## src/timed_event_scheduler_defines.svh

```systemverilog
// assertion macros shared by the scheduler rtl
// depends on nothing; included by modules that carry assertions
`ifndef TIMED_EVENT_SCHEDULER_DEFINES_SVH
`define TIMED_EVENT_SCHEDULER_DEFINES_SVH

// condition in this cycle implies a condition in the same cycle
`define TES_ASSERT_SAME(label, clk, rst_n, cond, prop) \
    label: assert property (@(posedge clk) disable iff (!(rst_n)) (cond) |-> (prop)) \
        else $error("scheduler assertion failed");

// condition in this cycle implies a condition in the next cycle
`define TES_ASSERT_NEXT(label, clk, rst_n, cond, prop) \
    label: assert property (@(posedge clk) disable iff (!(rst_n)) (cond) |=> (prop)) \
        else $error("scheduler assertion failed");

`endif

```

## src/tes_pkg.sv

```systemverilog
// shared types, constants and codes of the timed event scheduler
// depends on nothing
package tes_pkg;

    localparam int HEAP_DEPTH  = 256;
    localparam int HEAP_AW     = $clog2(HEAP_DEPTH);
    localparam int CHORE_DEPTH = 64;
    localparam int CHORE_AW    = $clog2(CHORE_DEPTH);
    localparam int TAG_BITS    = 16;
    localparam int TIME_BITS   = 63;
    localparam int ID_BITS     = 32;
    localparam int DELAY_BITS  = 32;

    localparam logic [ID_BITS-1:0]   ID_STOP  = '1;
    localparam logic [TIME_BITS-1:0] TIME_MAX = '1;

    typedef enum logic [1:0] {
        OP_POST = 2'd0,
        OP_POP  = 2'd1,
        OP_STOP = 2'd2,
        OP_NONE = 2'd3
    } t_op;

    typedef enum logic [2:0] {
        ST_POSTED = 3'd0,
        ST_CHORE  = 3'd1,
        ST_TIMED  = 3'd2,
        ST_STOP   = 3'd3,
        ST_EMPTY  = 3'd4,
        ST_FULL   = 3'd5
    } t_status;

    // field order gives the pop order when compared as one unsigned word
    typedef struct packed {
        logic [TIME_BITS-1:0] expiry;
        logic [ID_BITS-1:0]   ident;
        logic                 stop;
        logic [TAG_BITS-1:0]  handle;
    } t_heap_ent;

    typedef struct packed {
        logic [ID_BITS-1:0]  ident;
        logic [TAG_BITS-1:0] handle;
    } t_chore_ent;

    typedef struct packed {
        logic [2:0]           status;
        logic [ID_BITS-1:0]   event_id;
        logic [TAG_BITS-1:0]  event_tag;
        logic [TIME_BITS-1:0] current_time;
    } t_result;

    // controller to datapath commands
    typedef struct packed {
        logic latch_in;
        logic post_chore;
        logic ins_begin;
        logic res_full;
        logic res_empty;
        logic chore_rd;
        logic chore_take;
        logic top_rd;
        logic top_take;
        logic up_place;
        logic up_rd;
        logic up_cmp;
        logic dn_rd;
        logic dn_cmp;
        logic out_load;
    } t_dp_cmd;

    // datapath to controller status
    typedef struct packed {
        t_op  op;
        logic delay_zero;
        logic chore_full;
        logic chore_empty;
        logic heap_full;
        logic heap_empty;
        logic heap_one;
        logic k_zero;
        logic up_done;
        logic dn_done;
    } t_dp_stat;

endpackage

```

## src/tes_ctrl.sv

```systemverilog
// scheduler controller: sequences one request through fifo and heap steps
// depends on tes_pkg and timed_event_scheduler_defines.svh
`include "timed_event_scheduler_defines.svh"

module tes_ctrl (
    input  logic              i_clk,
    input  logic              i_rst_n,
    input  logic              i_in_valid,
    output logic              o_in_ready,
    output logic              o_out_valid,
    input  logic              i_out_ready,
    input  tes_pkg::t_dp_stat i_stat,
    output tes_pkg::t_dp_cmd  o_cmd
);
    import tes_pkg::*;

    typedef enum logic [3:0] {
        S_IDLE,
        S_DISPATCH,
        S_CHORE_RD,
        S_CHORE_TAKE,
        S_TOP_RD,
        S_TOP_TAKE,
        S_UP_RD,
        S_UP_CMP,
        S_DN_RD,
        S_DN_CMP,
        S_FINISH
    } t_state;

    t_state r_state, n_state;
    logic   r_out_valid, n_out_valid;
    logic   w_in_fire;
    logic   w_slot_free;

    assign w_in_fire   = i_in_valid && (r_state == S_IDLE);
    assign w_slot_free = !r_out_valid || i_out_ready;
    assign o_in_ready  = (r_state == S_IDLE);
    assign o_out_valid = r_out_valid;

    // next state and commands
    always_comb begin
        n_state = r_state;
        o_cmd   = '0;
        case (r_state)
            S_IDLE: begin
                if (i_in_valid) begin
                    o_cmd.latch_in = 1'b1;
                    n_state        = S_DISPATCH;
                end
            end
            S_DISPATCH: begin
                case (i_stat.op)
                    OP_POST: begin
                        if (i_stat.delay_zero) begin
                            if (i_stat.chore_full) o_cmd.res_full = 1'b1;
                            else                   o_cmd.post_chore = 1'b1;
                            n_state = S_FINISH;
                        end else if (i_stat.heap_full) begin
                            o_cmd.res_full = 1'b1;
                            n_state        = S_FINISH;
                        end else begin
                            o_cmd.ins_begin = 1'b1;
                            n_state         = S_UP_RD;
                        end
                    end
                    OP_STOP: begin
                        if (i_stat.heap_full) begin
                            o_cmd.res_full = 1'b1;
                            n_state        = S_FINISH;
                        end else begin
                            o_cmd.ins_begin = 1'b1;
                            n_state         = S_UP_RD;
                        end
                    end
                    OP_POP: begin
                        if (!i_stat.chore_empty)     n_state = S_CHORE_RD;
                        else if (!i_stat.heap_empty) n_state = S_TOP_RD;
                        else begin
                            o_cmd.res_empty = 1'b1;
                            n_state         = S_FINISH;
                        end
                    end
                    default: begin
                        o_cmd.res_empty = 1'b1;
                        n_state         = S_FINISH;
                    end
                endcase
            end
            S_CHORE_RD: begin
                o_cmd.chore_rd = 1'b1;
                n_state        = S_CHORE_TAKE;
            end
            S_CHORE_TAKE: begin
                o_cmd.chore_take = 1'b1;
                n_state          = S_FINISH;
            end
            S_TOP_RD: begin
                o_cmd.top_rd = 1'b1;
                n_state      = S_TOP_TAKE;
            end
            S_TOP_TAKE: begin
                o_cmd.top_take = 1'b1;
                n_state        = i_stat.heap_one ? S_FINISH : S_DN_RD;
            end
            S_UP_RD: begin
                if (i_stat.k_zero) begin
                    o_cmd.up_place = 1'b1;
                    n_state        = S_FINISH;
                end else begin
                    o_cmd.up_rd = 1'b1;
                    n_state     = S_UP_CMP;
                end
            end
            S_UP_CMP: begin
                o_cmd.up_cmp = 1'b1;
                n_state      = i_stat.up_done ? S_FINISH : S_UP_RD;
            end
            S_DN_RD: begin
                o_cmd.dn_rd = 1'b1;
                n_state     = S_DN_CMP;
            end
            S_DN_CMP: begin
                o_cmd.dn_cmp = 1'b1;
                n_state      = i_stat.dn_done ? S_FINISH : S_DN_RD;
            end
            S_FINISH: begin
                if (w_slot_free) begin
                    o_cmd.out_load = 1'b1;
                    n_state        = S_IDLE;
                end
            end
            default: n_state = S_IDLE;
        endcase
    end

    // output valid: set on load, cleared on transfer
    always_comb begin
        n_out_valid = r_out_valid;
        if (o_cmd.out_load)   n_out_valid = 1'b1;
        else if (i_out_ready) n_out_valid = 1'b0;
    end

    // state and registered outputs
    always_ff @(posedge i_clk) begin
        if (!i_rst_n) begin
            r_state     <= S_IDLE;
            r_out_valid <= 1'b0;
        end else begin
            r_state     <= n_state;
            r_out_valid <= n_out_valid;
        end
    end

    `TES_ASSERT_NEXT(a_accept_leaves_idle, i_clk, i_rst_n, w_in_fire, r_state == S_DISPATCH)
    `TES_ASSERT_NEXT(a_finish_waits_slot, i_clk, i_rst_n, (r_state == S_FINISH) && !w_slot_free, (r_state == S_FINISH) && r_out_valid)
    `TES_ASSERT_SAME(a_one_step_cmd, i_clk, i_rst_n, 1'b1, $onehot0({o_cmd.up_cmp, o_cmd.dn_cmp, o_cmd.top_take, o_cmd.chore_take, o_cmd.out_load}))

endmodule

```

## config.mk

```make
export PLATFORM = sky130hd
export DESIGN_NAME = tes_ctrl
export DESIGN_NICKNAME = d
export VERILOG_FILES = /design/src/tes_pkg.sv /design/src/tes_ctrl.sv
export VERILOG_INCLUDE_DIRS = /design/src /design/src/src
export SDC_FILE = /design/constraint.sdc
export NUM_CORES = 1
export LEC_CHECK = 0
export ABC_AREA = 1
export BUFFER_PORTS_ARGS = -buffer_cell sky130_fd_sc_hd__clkbuf_2
export CORE_AREA = 2 2 39 41
export DETAILED_ROUTE_END_ITERATION = 8
export DIE_AREA = 0 0 41 43
export PLACE_DENSITY_LB_ADDON = 0.2
export SYNTH_ARGS = -nofsm -noshare
export SYNTH_HDL_FRONTEND = slang
export SYNTH_SLANG_ARGS = --single-unit
```

## constraint.sdc

```tcl
create_clock -name i_clk -period 1.75 [get_ports i_clk]
set_input_delay 0 -clock i_clk [delete_from_list [all_inputs] [get_ports i_clk]]
set_output_delay 0 -clock i_clk [all_outputs]
set_load 0.02 [all_outputs]
```

# Yosys cells after proc, flatten, opt, wreduce, memory -nomap -nowiden
# Index checks and enable logic that the tools add are counted.
# totals
reg_bits	5
out_inout_bits	17
elab_cells	64
latchBits	0
ramBits	0
inputBits	15
mem_count	0
rom_bits	0
# op_classes
add_sub_neg	0
eq_ne	14
div_mod_pow	0
bitwise_logic	0
n_reduce_logical	7
shift	0
mul	0
order_cmp	0
muxes	41
# ops
op	n
$pmux 4 s11	1
$mux 4	9
$mux 1	25
$eq 4x3->1 const B	4
$eq 4x4->1 const B	3
$pmux 4 s3	1
$eq 4x2->1 const B	2
$mux 2	3
$eq 4x1->1 const B	1
$logic_not 4->1	1
$ne 2x2->1 const B	2
$pmux 2 s2	1
$eq 2x1->1 const B	1
$eq 2x2->1 const B	1
$logic_not 2->1	1
$pmux 1 s2	1
$reduce_and 2->1	1
$reduce_bool 2->1	1
$reduce_or 2->1	1
$logic_not 1->1	1
$logic_or 1x1->1	1

# Depth between registers and ports, before layout
# depth
word_depth	5
depth_mapped	9
ltp_nobuf	9

# Worst setup path after synthesis
# No wires, ideal clock.
# synth_timing
path_type	register to output
start	reg r_state[0]
end	out o_cmd[13] (netlist bit)
path_slack_ns	0.452
arrival_time_ns	1.298
path_stages_with_launch	5
n_path_buf	0
t_required_ns	1.750
cell_sequence	dfxtp_1 -> inv_1 -> nor2_2 -> nand3_1 -> nor4_1
# synth_lines
item	line	rtl
from (decl)	tes_ctrl.sv:31	t_state r_state, n_state;
from (signal assigned)	tes_ctrl.sv:150	r_state <= n_state;
to (decl)	tes_ctrl.sv:13	output tes_pkg::t_dp_cmd o_cmd

==> flow_summary.toml <==
[floorplanning]
start_util = 0.354
die_x_um = 41
core_um2 = 1380
rows = 14
die_h_um = 43
dieArea_um2 = 1760
ios = 32

[clock_tree]
cts_sinks = 5
cts_root_buf = "clkbuf_4"
cts_resized = 0
insertion_delay_ns = 0.24
clock_path_buffers = 2
clk_pin_slew_ns = 0.04
numCtsBuffers = 3
cts_tree = "done"
htreeDepth = 1

[synth]
yosysSeqAreaShare = 0.204
netlist_instances = 92
yosys-top-cells-area = "dfxtp_1 (20%), nor2_1 (16%), nand2_1 (15%)"
yosys.cell_types.count = 17
synth_area_um2 = 490
yosysTopAreaCell = "dfxtp_1"
synthesis.nets = 107
synth_seq_cells = 5
synth_top_area_frac = 0.204
avgSynthCellArea_um2 = 5.33
synth_warnings = 0

[grt]
track_usage = 0.159
antenna_found_initial = 0
grt_pass1_wl_mm = 1.98
grt_max_degree = 6
grt_pass1_vias = 531
overflow = 0

[run_status]
outcome = "complete, no violations"

[setup_path]
r2r_end = "r_state[3]"
path_max_fanout = 5
worstSetupStartpointType = "register"
setup.worst_path.class = "reg2out"
r2r_cells = 9
critical_path.startpoint = "r_state[2]"
endpoint_kind = "output pin"
critPathArrivalTime_ns = 1.41
required_ns = 1.75
regToRegSetupSlack_ns = 0.53
crit-reg2reg-launch = "r_state[3]"

[power_and_ir_drop]
p_clk_frac = 0.145
power-per-cell-area_nw_per_um2 = 1300
power_frac_comb = 0.646
swShare = 0.533
power.switching_uw = 482
p_leak_uw = 0.000433
max-vdd-ir-drop_v = 0.000666
cellInternalPower_uw = 422
seq_power_share = 0.209

[detailed_routing]
initialDrtViolationCount = 6
post_drt_wl_per_cell_um = 9.05
drt-pass1-iter-count = 4
drt_wl_total_mm = 1.29
via_count = 659
remaining_drc_errors = 0
via_per_inst = 4.61
drtAntennaViolNets = 0

[cells_and_area]
nNetsFinal = 143
multi_input_area_um2 = 312
seqCellArea_um2 = 100
fillers = 151
antenna_cells = 0
area_growth_pct = 41.6
drive_gt1_frac = 0.339

[worst_hold_path]
whs_endpoint = "o_out_valid"
hold_path.class = "in2reg"
whs_path_depth = 4
min-delay-start = "i_out_ready"

[timing]
period_needed_ns = 1.41
setup_viol_count_final = 0
whs_ns = 0.0848
post-route-period-util = 0.804
fin_skew_ns = 0.00807
hold_violations = 0
slew_violations = 0
tightest_slew_ns = 0.253
setup_tns_ns = 0
relSlewSlack = 0.830
fmax_mhz = 711
grt_setup_unrepaired = "false"

[placed_design]
gp_congestion = 0.866
port_buffers = 31
dp_hpwl_mm = 1.15

[job]
max_cap_violations = 0
==> placed cells by master (no fill, tap or decap), drive strengths merged, types with 3 or more instances in the layout <==
cell type / netlist / layout
clkbuf: 0 / 35
nor2: 25 / 25
inv: 19 / 19
a21oi: 3 / 3
nand2: 21 / 21
nor3: 5 / 5
o21ai: 3 / 3
dfxtp: 5 / 5
nand3: 7 / 7
==> worst max-delay path by stage <==
stage | end | cells past startpoint
final | o_cmd[13] | 4
after global routing | o_cmd[13] | 5
after CTS | o_cmd[13] | 5
after detailed placement | r_state[3] | 9
after global placement | r_state[2] | 5
after floorplan | o_cmd[13] | 4
==> synth_stat cells <==
master and n:
nor2_1 21, o21ai_0 3, a211oi_1 1, dfxtp_1 5
nor3_1 4, nor3_4 1, nand2_2 1, inv_1 17
nand3_1 7, a21oi_1 2, nor3b_1 1, nor4_1 1
nor2_2 4, buf_4 1, a21oi_2 1, inv_2 2
nand2_1 20
==> logic make-up (layout without fill, tap and decap cells) <==
group / Yosys count / in the layout / synth area share
AND/OR/NAND/NOR: 60 / 60 / 0.551
flip-flops: 5 / 5 / 0.204
buffers and inverters: 20 / 55 / 0.161
AO/OA/AOI/OAI: 7 / 7 / 0.0842
==> sequential cells by signal, summed over array words and instances (netlist names) <==
register	count
r_state	4
o_out_valid	1
==> final cells by class <==
type / count / share of cell area
multi-input cells: 67 / 0.449
repair buffers: 32 / 0.238
flip-flops and latches: 5 / 0.144
inverters: 19 / 0.103
clock buffers: 4 / 0.0378
well taps: 16 / 0.0288
==> per-layer routing <==
metal  routed length (µm)  up-vias  GRT usage
li1                     -      353          -
met1                  535      278      0.191
met2                  646       26      0.263
met3                  104        2     0.0524
met4                    8        0     0.0333
met5                    0        -          0
==> critical path: stages (launching register included) <==
cell      delay (ns)
dfxtp_1         0.35
nor2_2          0.24
nand3_1         0.15
nor4_1          0.21
clkbuf_2        0.22
==> power groups by stage <==
stage	sequential, µW	clock, µW	combinational, µW
6_report	189	131	584
3_5_place_dp	189	0	586
5_1_grt	194	139	666
2_1_floorplan	186	0	429
4_1_cts	187	136	590
3_3_place_gp	189	0	585
==> per-stage QoR <==
| stage | instance area (µm²) | std cells | setup WS (ns) | util | total power, µW |
|---|---|---|---|---|---|
| CTS | 694 | 143 | 0.331 | 0.502 | 913 |
| finish | 694 | 143 | 0.343 | 0.502 | 904 |
| global placement | 658 | 138 | 0.569 | 0.476 | 774 |
| floorplan | 490 | 92 | 0.452 | - | 616 |
| detailed placement | 658 | 138 | 0.564 | 0.476 | 775 |
| global route | 694 | 143 | 0.196 | 0.502 | 999 |
==> repair_timing <==
item	CTS	global route
buffers inserted	0	0
endpoints found under the setup margin	0	0
endpoints found under the hold margin	1	0
hold buffers	1	0
Power figures use the tool's default switching activity.
